===== config.mk =====
export PLATFORM = sky130hd
export DESIGN_NAME = quadtree_region_decoder
export DESIGN_NICKNAME = d
export VERILOG_FILES = /design/src/hw/rtl/qtd_pkg.sv /design/src/hw/rtl/qtd_locate.sv /design/src/hw/rtl/qtd_walk.sv /design/src/hw/rtl/quadtree_region_decoder.sv
export SDC_FILE = /design/constraint.sdc
export NUM_CORES = 1
export LEC_CHECK = 0
export ABC_AREA = 1
export BUFFER_PORTS_ARGS = -buffer_cell sky130_fd_sc_hd__buf_4
export CAP_MARGIN = 5
export CELL_PAD_IN_SITES_DETAIL_PLACEMENT = 0
export CELL_PAD_IN_SITES_GLOBAL_PLACEMENT = 1
export CORE_ASPECT_RATIO = 2
export CORE_MARGIN = 2
export CORE_UTILIZATION = 47
export CTS_CLUSTER_DIAMETER = 100
export DETAILED_ROUTE_END_ITERATION = 8
export PLACE_DENSITY = 0.95
export SKIP_CTS_REPAIR_TIMING = 1
export SLEW_MARGIN = 10
export SYNTH_ARGS = -nofsm -noshare
export SYNTH_HDL_FRONTEND = slang
export SYNTH_SLANG_ARGS = --single-unit

===== constraint.sdc =====
create_clock -name i_clk -period 4.9 [get_ports i_clk]
set_input_delay 0.245 -clock i_clk [delete_from_list [all_inputs] [get_ports i_clk]]
set_output_delay 0.245 -clock i_clk [all_outputs]
set_load 0.01 [all_outputs]

===== src/hw/rtl/qtd_pkg.sv =====
// ----------------------------------------------------------------------------
// qtd_pkg
// Shared types and codes for the quadtree region decoder.
// ----------------------------------------------------------------------------
package qtd_pkg;

    localparam int QTD_MAX_LOG = 8;
    localparam int COORD_W     = 8;
    localparam int LOG_W       = 4;
    localparam int SYM_W       = 2;
    localparam int CFG_IDX_W   = 1;
    localparam int CFG_DATA_W  = 4;

    localparam logic [LOG_W-1:0] SIZE_LOG_RST = LOG_W'(4);

    // tree symbols
    localparam logic [SYM_W-1:0] SYM_WHITE  = 2'd0;
    localparam logic [SYM_W-1:0] SYM_BLACK  = 2'd1;
    localparam logic [SYM_W-1:0] SYM_SPLIT  = 2'd2;
    localparam logic [SYM_W-1:0] SYM_UNUSED = 2'd3;

    // quadrant code with both right and lower set: last child of a split
    localparam logic [1:0] QUAD_LAST = 2'd3;

    // configuration register indexes
    localparam logic [CFG_IDX_W-1:0] CFG_SIZE_LOG = 1'b0;
    localparam logic [CFG_IDX_W-1:0] CFG_FLIP     = 1'b1;

    typedef struct packed {
        logic [COORD_W-1:0] region_x;
        logic [COORD_W-1:0] region_y;
        logic [LOG_W-1:0]   region_log;
        logic               colour;
        logic               is_error;
        logic               tree_done;
    } t_region;

endpackage


===== src/hw/rtl/qtd_locate.sv =====
// ----------------------------------------------------------------------------
// qtd_locate
// Builds the corner coordinates of a node from its quadrant path.
// ----------------------------------------------------------------------------
module qtd_locate
    import qtd_pkg::*;
#(
    parameter int MAX_LOG = QTD_MAX_LOG
) (
    input  logic [1:0]         i_path [MAX_LOG],
    input  logic [LOG_W-1:0]   i_eff_log,
    input  logic [LOG_W-1:0]   i_levels,
    input  logic               i_flip,
    output logic [COORD_W-1:0] o_x,
    output logic [COORD_W-1:0] o_y
);

    // level i of the path lands on bit eff_log-1-i of each coordinate
    always_comb begin
        o_x = '0;
        o_y = '0;
        for (int b = 0; b < COORD_W; b++) begin
            for (int i = 0; i < MAX_LOG; i++) begin
                if ((i + b + 1 <= MAX_LOG) && (LOG_W'(i + b + 1) == i_eff_log)
                        && (LOG_W'(i) < i_levels)) begin
                    o_x[b] = i_path[i][0];
                    o_y[b] = i_path[i][1] ^ i_flip;
                end
            end
        end
    end

endmodule


===== src/hw/rtl/qtd_walk.sv =====
// ----------------------------------------------------------------------------
// qtd_walk
// Tree walk state (depth, quadrant path) and the per-symbol step.
// ----------------------------------------------------------------------------
module qtd_walk
    import qtd_pkg::*;
#(
    parameter int MAX_LOG = QTD_MAX_LOG
) (
    input  logic             i_clk,
    input  logic             i_rst_n,
    input  logic             i_fire,
    input  logic [SYM_W-1:0] i_symbol,
    input  logic [LOG_W-1:0] i_size_log,
    input  logic             i_flip,
    output logic             o_res_valid,
    output t_region          o_res
);

    localparam int DEPTH_W = $clog2(MAX_LOG + 1);
    localparam int IDX_W   = (MAX_LOG > 1) ? $clog2(MAX_LOG) : 1;

    logic               r_active;
    logic [DEPTH_W-1:0] r_depth;
    logic [1:0]         r_path [MAX_LOG];

    logic               n_active;
    logic [DEPTH_W-1:0] n_depth;
    logic [1:0]         n_path [MAX_LOG];

    logic [LOG_W-1:0]   eff_log;
    logic [DEPTH_W-1:0] d;
    logic [LOG_W-1:0]   levels;
    logic               deep;
    logic [1:0]         path_cur [MAX_LOG];
    logic               found;
    logic [IDX_W-1:0]   jsel;
    logic [COORD_W-1:0] loc_x;
    logic [COORD_W-1:0] loc_y;

    assign eff_log = (i_size_log > LOG_W'(MAX_LOG)) ? LOG_W'(MAX_LOG) : i_size_log;
    // no tree in progress: start at the root with a clear path
    assign d       = r_active ? r_depth : '0;
    assign deep    = LOG_W'(d) >= eff_log;
    assign levels  = deep ? eff_log : LOG_W'(d);

    always_comb begin
        for (int k = 0; k < MAX_LOG; k++) begin
            path_cur[k] = r_active ? r_path[k] : 2'd0;
        end
    end

    // deepest level above the node that still has a sibling left
    always_comb begin
        found = 1'b0;
        jsel  = '0;
        for (int j = 0; j < MAX_LOG; j++) begin
            if ((DEPTH_W'(j) < d) && (path_cur[j] != QUAD_LAST)) begin
                found = 1'b1;
                jsel  = IDX_W'(j);
            end
        end
    end

    qtd_locate #(
        .MAX_LOG (MAX_LOG)
    ) u_locate (
        .i_path    (path_cur),
        .i_eff_log (eff_log),
        .i_levels  (levels),
        .i_flip    (i_flip),
        .o_x       (loc_x),
        .o_y       (loc_y)
    );

    always_comb begin
        n_active          = r_active;
        n_depth           = r_depth;
        n_path            = r_path;
        o_res_valid       = 1'b0;
        o_res.region_x    = loc_x;
        o_res.region_y    = loc_y;
        o_res.region_log  = eff_log - levels;
        o_res.colour      = 1'b0;
        o_res.is_error    = 1'b0;
        o_res.tree_done   = 1'b0;
        if (i_fire) begin
            case (i_symbol) inside
                SYM_SPLIT: begin
                    if (deep) begin
                        o_res_valid      = 1'b1;
                        o_res.region_log = '0;
                        o_res.is_error   = 1'b1;
                        o_res.tree_done  = 1'b1;
                        n_active         = 1'b0;
                        n_depth          = '0;
                    end else begin
                        n_path = path_cur;
                        for (int k = 0; k < MAX_LOG; k++) begin
                            if (DEPTH_W'(k) == d) begin
                                n_path[k] = 2'd0;
                            end
                        end
                        n_active = 1'b1;
                        n_depth  = d + DEPTH_W'(1);
                    end
                end
                SYM_WHITE, SYM_BLACK: begin
                    o_res_valid  = 1'b1;
                    o_res.colour = i_symbol[0];
                    n_path       = path_cur;
                    if (found) begin
                        for (int k = 0; k < MAX_LOG; k++) begin
                            if (IDX_W'(k) == jsel) begin
                                n_path[k] = path_cur[k] + 2'd1;
                            end
                        end
                        n_active = 1'b1;
                        n_depth  = DEPTH_W'(jsel) + DEPTH_W'(1);
                    end else begin
                        o_res.tree_done = 1'b1;
                        n_active        = 1'b0;
                        n_depth         = '0;
                    end
                end
                default: begin
                end
            endcase
        end
    end

    always_ff @(posedge i_clk) begin
        if (!i_rst_n) begin
            r_active <= 1'b0;
            r_depth  <= '0;
            for (int k = 0; k < MAX_LOG; k++) begin
                r_path[k] <= 2'd0;
            end
        end else begin
            r_active <= n_active;
            r_depth  <= n_depth;
            r_path   <= n_path;
        end
    end

    a_depth_range: assert property (@(posedge i_clk) disable iff (!i_rst_n)
        r_depth <= DEPTH_W'(MAX_LOG))
        else $error("walk depth beyond maximum level");

    a_split_descends: assert property (@(posedge i_clk) disable iff (!i_rst_n)
        i_fire && (i_symbol == SYM_SPLIT) && !deep
            |=> r_active && (r_depth == $past(d) + DEPTH_W'(1)))
        else $error("split did not descend one level");

    a_done_ends_tree: assert property (@(posedge i_clk) disable iff (!i_rst_n)
        o_res_valid && o_res.tree_done |=> !r_active)
        else $error("tree still active after its last region");

    a_error_shape: assert property (@(posedge i_clk) disable iff (!i_rst_n)
        o_res_valid && o_res.is_error
            |-> o_res.tree_done && !o_res.colour && (o_res.region_log == '0))
        else $error("error word malformed");

    a_unused_holds: assert property (@(posedge i_clk) disable iff (!i_rst_n)
        i_fire && (i_symbol == SYM_UNUSED) |=> $stable(r_active) && $stable(r_depth))
        else $error("unused symbol changed walk state");

endmodule


===== src/hw/rtl/quadtree_region_decoder.sv =====
// Flow: an accepted symbol waits in the input register until its walk step
//   runs; the region word it yields goes to the result register on the output.
// Throughput: one symbol per cycle unless the region receiver stalls; each
//   symbol's walk step (descend, or the priority encode over MAX_LOG path levels
//   to find the next sibling) settles between the input and result registers.
// Reset (synchronous, active low): no tree in progress, path cleared, both
//   registers and config back to size_log 4, flip off.
// ----------------------------------------------------------------------------
// quadtree_region_decoder
// Decodes a prefix-coded quadtree into filled square regions, one per leaf.
// ----------------------------------------------------------------------------
module quadtree_region_decoder
    import qtd_pkg::*;
#(
    parameter int MAX_LOG = QTD_MAX_LOG
) (
    input  logic                  i_clk,
    input  logic                  i_rst_n,
    // symbol channel
    input  logic                  i_in_valid,
    output logic                  o_in_stall,
    input  logic [SYM_W-1:0]      i_symbol,
    // region channel
    output logic                  o_out_valid,
    input  logic                  i_out_stall,
    output logic [COORD_W-1:0]    o_region_x,
    output logic [COORD_W-1:0]    o_region_y,
    output logic [LOG_W-1:0]      o_region_log,
    output logic                  o_colour,
    output logic                  o_is_error,
    output logic                  o_tree_done,
    // configuration write
    input  logic                  i_cfg_valid,
    output logic                  o_cfg_ready,
    input  logic [CFG_IDX_W-1:0]  i_cfg_index,
    input  logic [CFG_DATA_W-1:0] i_cfg_data
);

    logic             r_size_log;
    logic [LOG_W-1:0] r_size;
    logic             r_flip;
    logic             r_s1_valid;
    logic [SYM_W-1:0] r_s1_sym;
    logic             r_out_valid;
    t_region          r_out;

    logic             in_accept;
    logic             step_fire;
    logic             res_valid;
    t_region          res;

    assign o_cfg_ready = 1'b1;

    always_ff @(posedge i_clk) begin
        if (!i_rst_n) begin
            r_size_log <= 1'b0;
            r_size     <= SIZE_LOG_RST;
            r_flip     <= 1'b0;
        end else begin
            r_size_log <= i_cfg_valid && (i_cfg_index == CFG_SIZE_LOG);
            if (i_cfg_valid && o_cfg_ready) begin
                unique case (i_cfg_index)
                    CFG_SIZE_LOG: r_size <= i_cfg_data;
                    CFG_FLIP:     r_flip <= i_cfg_data[0];
                    default: begin
                    end
                endcase
            end
        end
    end

    // the step may run when the result register is empty or being drained
    assign step_fire  = r_s1_valid && (!r_out_valid || !i_out_stall);
    assign o_in_stall = r_s1_valid && !step_fire;
    assign in_accept  = i_in_valid && !o_in_stall;

    always_ff @(posedge i_clk) begin
        if (!i_rst_n) begin
            r_s1_valid <= 1'b0;
        end else if (in_accept) begin
            r_s1_valid <= 1'b1;
        end else if (step_fire) begin
            r_s1_valid <= 1'b0;
        end
    end

    always_ff @(posedge i_clk) begin
        if (in_accept) begin
            r_s1_sym <= i_symbol;
        end
    end

    qtd_walk #(
        .MAX_LOG (MAX_LOG)
    ) u_walk (
        .i_clk       (i_clk),
        .i_rst_n     (i_rst_n),
        .i_fire      (step_fire),
        .i_symbol    (r_s1_sym),
        .i_size_log  (r_size),
        .i_flip      (r_flip),
        .o_res_valid (res_valid),
        .o_res       (res)
    );

    always_ff @(posedge i_clk) begin
        if (!i_rst_n) begin
            r_out_valid <= 1'b0;
        end else if (res_valid) begin
            r_out_valid <= 1'b1;
        end else if (!i_out_stall) begin
            r_out_valid <= 1'b0;
        end
    end

    always_ff @(posedge i_clk) begin
        if (res_valid) begin
            r_out <= res;
        end
    end

    assign o_out_valid  = r_out_valid;
    assign o_region_x   = r_out.region_x;
    assign o_region_y   = r_out.region_y;
    assign o_region_log = r_out.region_log;
    assign o_colour     = r_out.colour;
    assign o_is_error   = r_out.is_error;
    assign o_tree_done  = r_out.tree_done;

    a_no_overwrite: assert property (@(posedge i_clk) disable iff (!i_rst_n)
        res_valid |-> !r_out_valid || !i_out_stall)
        else $error("pending region word overwritten");

    a_stall_needs_word: assert property (@(posedge i_clk) disable iff (!i_rst_n)
        o_in_stall |-> r_s1_valid && r_out_valid)
        else $error("input stalled with nothing held");

    a_step_from_input: assert property (@(posedge i_clk) disable iff (!i_rst_n)
        res_valid |-> step_fire && (r_s1_sym != SYM_UNUSED))
        else $error("region word without a symbol behind it");

    a_cfg_size_applied: assert property (@(posedge i_clk) disable iff (!i_rst_n)
        i_cfg_valid && o_cfg_ready && (i_cfg_index == CFG_SIZE_LOG)
            |=> r_size_log && (r_size == $past(i_cfg_data)))
        else $error("size register write lost");

endmodule


==> impl_metrics.json, run 1 <==
{
  "cts_buffers": 5,
  "min_path_type": "in2reg",
  "dpl.hpwl_mm": 9.46,
  "core-area_um2": 8290,
  "worstSetupStartpoint": "u_walk.r_active",
  "drc": 0,
  "dieArea_um2": 9330,
  "slew_headroom": 0.341,
  "drt_iter0_drc": 288,
  "ys_seq_area_frac": 0.327,
  "clock-root-buffer": "clkbuf_16",
  "dpl_cell_area_um2": 4340,
  "maxSlewViolCount": 0,
  "vias_per_cell": 5.65,
  "fin_worst_skew_ns": 0.00724,
  "crit_slowest_cell": "dfxtp_1",
  "design_area_um2": 4490,
  "cp_data_required_time_ns": 4.94,
  "crit_arrival_ns": 3.73,
  "status": "completed",
  "cts-htree-levels": 2,
  "final_common_cell": "nand2_1",
  "crit_type": "reg2reg",
  "path_common_cell": "nand2_1",
  "dieHeight_um": 135,
  "synth.avg_cell_area_um2": 7.21,
  "io_buffers": 36,
  "cts_tree": "done",
  "start_kind": "flop",
  "timing.max_cap.violations": 0,
  "synth_area_um2": 4010,
  "clockBufferDepth": 2,
  "final.min_clock_period_ns": 3.68,
  "clk_latency_ns": 0.30,
  "synth_seq_cells": 53,
  "drive_gt1_frac": 0.160,
  "tns_ns": 0,
  "ir_worst_vdd_mv": 0.161,
  "final_cell_mix": "nand2_1 (121), inv_1 (72), nor2_1 (52)",
  "die_w_um": 69.3,
  "clkSinkCount": 53,
  "finalSetupViolCount": 0,
  "post-place-ws_ns": 1.27,
  "grt_antenna_before_repair": 0,
  "synth_nets": 593,
  "rsz0062_at_grt": "false",
  "pin_count": 38,
  "period_share": 0.751,
  "endpoint": "o_region_x[1]",
  "end_kind": "flop",
  "cp_cell_sequence": "nand2_2, inv_2, ha_1, nand2_1, inv_1, nand2_2, nand3_4, nand2_1, nand2_2, inv_2, nand3_1, nand2_1, inv_1, nand2_1, nand3_1, nor2_1, nand4_1",
  "cp_max_fo": 21,
  "drtAntennaViolNets": 0,
  "nNetsFinal": 625,
  "path_buf_inv": 4,
  "path_clk_slew_ns": 0.07,
  "grt_pass1_wl_mm": 19.3,
  "grt_max_degree": 24,
  "r2r_end": "o_region_x[1]",
  "p_per_area_nw_per_um2": 263,
  "drt_wl_total_mm": 12.1,
  "critPathTopFamily": "simple AND/OR/NAND/NOR gates",
  "ys_warn_count": 0,
  "fmax_mhz": 272,
  "grt_pass1_vias": 3897,
  "start_util": 0.483,
  "area_growth_pct": 11.9,
  "cellLeakagePower_nw": 2.12,
  "overflow": 0,
  "crit_cells": 17,
  "grt.total_usage": 0.265,
  "hold_violations": 0,
  "cpPeakStageDelay_ns": 0.97,
  "setup_slack_ns": 1.22,
  "worst_pin_slew_ns": 0.987,
  "gp_congestion": 0.981,
  "wire_per_inst_um": 17.6,
  "vias": 3884,
  "fp-row-count": 47,
  "rr_startpoint": "u_walk.r_active",
  "rrSetupSlack_ns": 1.22,
  "synthCells": 556,
  "diodes": 0,
  "synth.distinct_cells": 45,
  "firstDrtPassIters": 5,
  "reg2reg_depth": 17
}
[sequential cells by signal, summed over array words and instances (netlist names)]
signal	flops
o_colour	1
o_is_error	1
o_out_valid	1
o_region_log	4
o_region_x	8
o_region_y	8
o_tree_done	1
r_flip	1
r_s1_sym	2
r_s1_valid	1
r_size	4
u_walk.r_active	1
u_walk.r_depth	4
u_walk.r_path	16
[power by group]
part / switching [mW] / internal, mW
registers: 0.0173 / 0.492
clock network: 0.163 / 0.201
logic: 0.214 / 0.0921
total: 0.395 / 0.786
[per-layer routing]
layer	global-route usage	up-vias	wire [um]
met1	0.259	1822	4410
met4	0.191	0	828
met2	0.506	109	6530
met3	0.0269	45	292
li1	-	1908	-
met5	0	-	0
[area by class of cell]
class / instances / area [um^2]
flip-flops and latches: 53 / 1310
well taps: 98 / 123
multi-input cells: 406 / 2300
clock inverters: 2 / 8.76
fillers: 841 / 3800
repair buffers: 37 / 278
inverters: 85 / 327
clock buffers: 6 / 139
[Yosys cell counts (all sizes together)]
master   instances  area [um^2]
a21oi           37          208
a31oi           10         62.6
buf              8         51.3
clkbuf           4         18.8
clkinv           3         16.3
conb             1         3.75
dfxtp           28          561
edfxtp          25          751
fa               1         20.0
ha              24          300
inv             82          310
nand2          138          591
nand3           39          218
nand3b           1         7.51
nand4           13         81.3
nor2            63          293
nor3             5         30.0
nor4             2         12.5
o2111ai          4         35.0
o211ai          11         82.6
o21ai           40          204
o21bai           3         37.5
o311ai           2         17.5
or2              3         18.8
xor2             9         78.8
[cell families after synthesis]
| group | after synthesis | share of synthesized area |
|---|---|---|
| XOR/XNOR | 9 | 0.0197 |
| flip-flops | 53 | 0.327 |
| buffers and inverters | 97 | 0.0989 |
| adder cells (fa/ha/maj) | 25 | 0.0799 |
| other | 1 | 0.000935 |
| AND/OR/NAND/NOR | 264 | 0.312 |
| AO/OA/AOI/OAI | 107 | 0.161 |
[worst min path at each step]
stage	start	slack, ns	endpoint	depth (start not counted)
after floorplan	i_symbol[0]	0.34	r_s1_sym[0]	0
after global placement	i_symbol[1]	0.43	r_s1_sym[1]	1
after detailed placement	i_symbol[0]	0.42	r_s1_sym[0]	1
after CTS	i_symbol[0]	0.12	r_s1_sym[0]	1
after global routing	i_symbol[1]	0.12	r_s1_sym[1]	1
final	i_symbol[0]	0.12	r_s1_sym[0]	1
[metrics by stage]
step	power (mW)	cells	util	hold slack, ns
after floorplan	0.735	556	-	0.344
after global placement	0.818	679	0.523	0.425
after detailed placement	0.822	679	0.523	0.425
after CTS	1.18	687	0.541	0.117
after global routing	1.24	687	0.541	0.118
final	1.18	687	0.541	0.123
Power figures use the tool's default switching activity.
==> inputs of run 2 (changes only) <==
CORE_UTILIZATION = 44   (was 47)
PLACE_DENSITY = 0.9   (was 0.95)
clock period = 3.72 ns   (was 4.9 ns; I/O delays follow)
==> run 2 against run 1 <==
  * Sequential share of layout area shrank 0.38 points
  * Setup slack lost 0.81 ns
  * Highest routed layer unchanged
  * Die area up 6.5%
  * Global-route usage shrank 0.69 points
  * Critical endpoint is now o_region_y[1]
==> impl_metrics.json, run 2 (same netlist as run 1, synthesis figures left out) <==
{
  "status": "completed",
  "start_util": 0.448,
  "design_area_um2": 4550,
  "cts_buffers": 5,
  "core-area_um2": 8950,
  "grt_max_degree": 24,
  "start_kind": "flop",
  "drtAntennaViolNets": 0,
  "hold_violations": 0,
  "fmax_mhz": 302,
  "overflow": 0,
  "cp_data_required_time_ns": 3.74,
  "tns_ns": 0,
  "gp_congestion": 0.977,
  "final_cell_mix": "nand2_1 (121), inv_1 (72), nor2_1 (52)",
  "dieArea_um2": 9940,
  "largest_reg_flops": 16,
  "drt_iter0_drc": 312,
  "die_w_um": 71.5,
  "pin_count": 38,
  "clk_latency_ns": 0.29,
  "io_buffers": 36,
  "grt_pass1_vias": 3997,
  "worstSetupStartpoint": "u_walk.r_active",
  "grt_pass1_wl_mm": 19.8,
  "final_common_cell": "nand2_1",
  "cpPeakStageDelay_ns": 0.63,
  "cellLeakagePower_nw": 2.15,
  "crit_slowest_cell": "dfxtp_1",
  "finalSetupViolCount": 0,
  "dieHeight_um": 139,
  "path_clk_slew_ns": 0.07,
  "cts-htree-levels": 2,
  "area_growth_pct": 13.4,
  "grt_antenna_before_repair": 0,
  "fin_worst_skew_ns": 0.00490,
  "drc": 0,
  "cp_cell_sequence": "nand2_2, inv_2, ha_1, a21oi_4, nand3_4, nand2_1, nand2_2, inv_2, nand3_1, nand2_1, inv_1, nand2_1, nand3_1, nor2_1, nand4_1",
  "period_share": 0.891,
  "rrSetupSlack_ns": 0.41,
  "min_path_type": "in2reg",
  "ir_worst_vdd_mv": 0.254,
  "worst_pin_slew_ns": 0.920,
  "cp_max_fo": 13,
  "vias_per_cell": 5.70,
  "dpl.hpwl_mm": 9.96,
  "crit_arrival_ns": 3.33,
  "fp-row-count": 49,
  "dpl_cell_area_um2": 4380,
  "crit_type": "reg2reg",
  "nNetsFinal": 630,
  "final.min_clock_period_ns": 3.31,
  "top_register": "u_walk.r_path",
  "vias": 3966,
  "rr_startpoint": "u_walk.r_active",
  "path_common_cell": "nand2_1",
  "clock-root-buffer": "clkbuf_16",
  "drive_gt1_frac": 0.167,
  "clkSinkCount": 53,
  "reg2reg_depth": 15,
  "clockBufferDepth": 2,
  "rsz0062_at_grt": "false",
  "cts_tree": "done",
  "diodes": 0,
  "end_kind": "flop",
  "endpoint": "o_region_y[1]",
  "grt.total_usage": 0.258,
  "slew_headroom": 0.386,
  "final_core_util": 0.508,
  "p_per_area_nw_per_um2": 353,
  "maxSlewViolCount": 0,
  "wire_per_inst_um": 17.8,
  "drt_wl_total_mm": 12.4,
  "firstDrtPassIters": 5,
  "timing.max_cap.violations": 0,
  "r2r_end": "o_region_y[1]"
}
## run 2: changes by cell type in the layout (fill, tap and decap cells not counted)
cell / previous run / this run
clkbuf_1: 0 / 1
clkbuf_8: 1 / 0
clkinv_1: 3 / 2
buf_4: 37 / 42
bufinv_16: 0 / 1
## run 2: how the worst min path moves through the flow
stage	from	depth (start not counted)	end	slack (ns)
CTS	i_symbol[0]	1	r_s1_sym[0]	0.06
global route	i_symbol[0]	1	r_s1_sym[0]	0.06
floorplan	i_symbol[0]	0	r_s1_sym[0]	0.28
global placement	i_symbol[1]	1	r_s1_sym[1]	0.37
finish	i_symbol[0]	1	r_s1_sym[0]	0.07
detailed placement	i_symbol[0]	1	r_s1_sym[0]	0.37
## run 2: layout make-up
class	instances	area, um^2
fillers	917	4410
multi-input cells	406	2300
flip-flops and latches	53	1310
inverters	85	327
repair buffers	42	315
clock buffers	6	129
well taps	102	128
clock inverters	2	35.0
## run 2: metrics by stage
| stage | cells | hold WS (ns) | total power [mW] | setup slack [ns] |
|---|---|---|---|---|
| 4_1_cts | 696 | 0.0614 | 1.62 | 0.448 |
| 3_5_place_dp | 688 | 0.365 | 1.09 | 0.446 |
| 3_3_place_gp | 688 | 0.366 | 1.08 | 0.548 |
| 6_report | 696 | 0.0663 | 1.61 | 0.407 |
| 2_1_floorplan | 556 | 0.285 | 0.968 | 1.10 |
| 5_1_grt | 696 | 0.0601 | 1.68 | 0.147 |
## run 2: power by group
part | internal, mW | switching, mW
clock | 0.317 | 0.212
combinational | 0.123 | 0.287
sequential | 0.648 | 0.0196
## run 2: routing by layer
metal	vias up	GRT usage	share of wire
li1	1916	-	-
met1	1810	0.236	0.32
met2	163	0.487	0.55
met3	77	0.0262	0.037
met4	0	0.209	0.090
met5	-	0	0
## run 2: worst max-delay path, delay by kind of cell (launching register included)
kind	cells	cell delay (ns)
fa+ha+maj	1	0.30
buf+inv	3	0.36
compound gates	1	0.26
flops	1	0.63
simple gates	10	1.48
==> inputs of run 3 (changes only) <==
TNS_END_PERCENT = 1   (was not set)
clock period = 3.4 ns   (was 3.72 ns; I/O delays follow)
==> run 3 against run 2 <==
  * Cell area fell by 0.14%
  * Core utilization decreased by 0.070 points
  * Die area did not move
  * Non-clock buffer count stayed put
  * Wire length shrank 3.5%
  * Count of clock-buffer cells in the layout is the same
==> impl_metrics.json, run 3 (same netlist as run 1, synthesis figures left out) <==
{
  "core-area_um2": 8950,
  "final_cell_mix": "nand2_1 (121), inv_1 (72), nor2_1 (52)",
  "firstDrtPassIters": 5,
  "end_kind": "flop",
  "crit_cells": 16,
  "start_util": 0.448,
  "drt_iter0_drc": 277,
  "drive_gt1_frac": 0.170,
  "crit_type": "reg2reg",
  "critPathTopFamily": "simple AND/OR/NAND/NOR gates",
  "pin_count": 38,
  "finalSetupViolCount": 0,
  "pwr-share-seq": 0.428,
  "grt_pass1_vias": 3913,
  "path_buf_inv": 3,
  "hold_violations": 0,
  "die_w_um": 71.5,
  "crit_slowest_cell": "dfxtp_1",
  "power.internal_mw": 1.12,
  "gp_congestion": 0.957,
  "post-place-ws_ns": 0.255,
  "maxSlewViolCount": 0,
  "start_kind": "flop",
  "drt_wl_total_mm": 12.0,
  "diodes": 0,
  "clkPwrFrac": 0.303,
  "period_share": 0.903,
  "clock-root-buffer": "clkbuf_16",
  "wire_per_inst_um": 17.2,
  "grt_pass1_wl_mm": 19.3,
  "gr-max-usage-layer": "met2",
  "timing.max_cap.violations": 0,
  "fin_worst_skew_ns": 0.00686,
  "path_clk_slew_ns": 0.07,
  "endpoint": "o_region_y[0]",
  "setup_slack_ns": 0.331,
  "fin_cells": 696,
  "crit_arrival_ns": 3.10,
  "status": "completed",
  "fmax_mhz": 326,
  "combPwrFrac": 0.270,
  "vias": 3885,
  "worstSetupStartpoint": "u_walk.r_active",
  "worst_pin_slew_ns": 0.955,
  "grt.total_usage": 0.252,
  "met3_usage": 0.0305,
  "ir_worst_vdd_mv": 0.223,
  "dieHeight_um": 139,
  "totalPowerFinal_mw": 1.70,
  "clockBufferDepth": 2,
  "rr_startpoint": "u_walk.r_active",
  "slew_headroom": 0.363,
  "tns_ns": 0,
  "switchingPower_uw": 580,
  "io_buffers": 36,
  "final_common_cell": "nand2_1",
  "p_per_area_nw_per_um2": 375,
  "placed_cells": 688,
  "rsz0062_at_grt": "false",
  "drtAntennaViolNets": 0,
  "final.min_clock_period_ns": 3.07,
  "r2r_end": "o_region_y[0]",
  "netSwitchingFraction": 0.341,
  "cp_data_required_time_ns": 3.43,
  "cp_cell_sequence": "buf_12, nand2_2, inv_2, ha_1, nand2_1, inv_1, nand2_2, nand3_4, nand2_1, nand2_2, nor2_4, nand2_1, nand3_1, nand4_1, nor2_1, nand4_1",
  "area_growth_pct": 13.2,
  "vias_per_cell": 5.58,
  "grt_max_degree": 24,
  "cellLeakagePower_nw": 2.15,
  "overflow": 0,
  "reg2reg_depth": 16,
  "top_register": "u_walk.r_path",
  "clkSinkCount": 53,
  "nNetsFinal": 630,
  "rrSetupSlack_ns": 0.33,
  "dieArea_um2": 9940,
  "drc": 0,
  "grt_antenna_before_repair": 0,
  "min_path_type": "in2reg",
  "cts_tree": "done",
  "final_core_util": 0.507,
  "largest_reg_flops": 16,
  "cts_buffers": 5,
  "cpPeakStageDelay_ns": 0.38,
  "dpl.hpwl_mm": 9.43,
  "clk_latency_ns": 0.30,
  "grt_use_met1": 0.241,
  "cp_max_fo": 20,
  "fp-row-count": 49,
  "cts-htree-levels": 2,
  "use_met2": 0.456
}
run 3: worst min path at each step:
stage           startpoint          end  depth (start not counted)  slack [ns]
2_1_floorplan  i_symbol[0]  r_s1_sym[0]                          0        0.27
4_1_cts        i_symbol[1]  r_s1_sym[1]                          1        0.04
3_5_place_dp   i_symbol[1]  r_s1_sym[1]                          1        0.35
3_3_place_gp   i_symbol[0]  r_s1_sym[0]                          1        0.35
6_report       i_symbol[1]  r_s1_sym[1]                          1        0.04
5_1_grt        i_symbol[1]  r_s1_sym[1]                          1        0.05
run 3: power groups by stage:
| stage | combinational, mW | sequential (mW) | clock [mW] |
|---|---|---|---|
| after floorplan | 0.314 | 0.745 | 0 |
| after global placement | 0.449 | 0.741 | 0 |
| after detailed placement | 0.451 | 0.742 | 0 |
| after CTS | 0.452 | 0.727 | 0.520 |
| after global routing | 0.508 | 0.731 | 0.542 |
| final | 0.459 | 0.727 | 0.515 |
run 3: final cells by class:
cell class	instances	area [um^2]
Multi-Input combinational cell	406	2310
Clock inverter	2	10.0
Sequential cell	53	1310
Timing Repair Buffer	42	328
Tap cell	102	128
Clock buffer	6	129
Inverter	85	327
Fill cell	893	4410
run 3: worst register-to-register path, cell delays in order (launching register included):
cell,delay [ns]
dfxtp_1,0.38
buf_12,0.19
nand2_2,0.14
inv_2,0.17
ha_1,0.30
nand2_1,0.08
inv_1,0.06
nand2_2,0.14
nand3_4,0.14
nand2_1,0.10
nand2_2,0.08
nor2_4,0.20
nand2_1,0.29
nand3_1,0.16
nand4_1,0.12
nor2_1,0.15
nand4_1,0.09
run 3: through the flow:
stage	area [um^2]	hold WS, ns
after CTS	4530	0.0431
after detailed placement	4390	0.351
after global placement	4390	0.350
final	4540	0.0425
after floorplan	4010	0.269
after global routing	4540	0.0458
run 3: layer usage:
layer,wire (um),share of wire
met5,0,0
met4,1050,0.088
met3,419,0.035
met2,6380,0.53
met1,4120,0.34
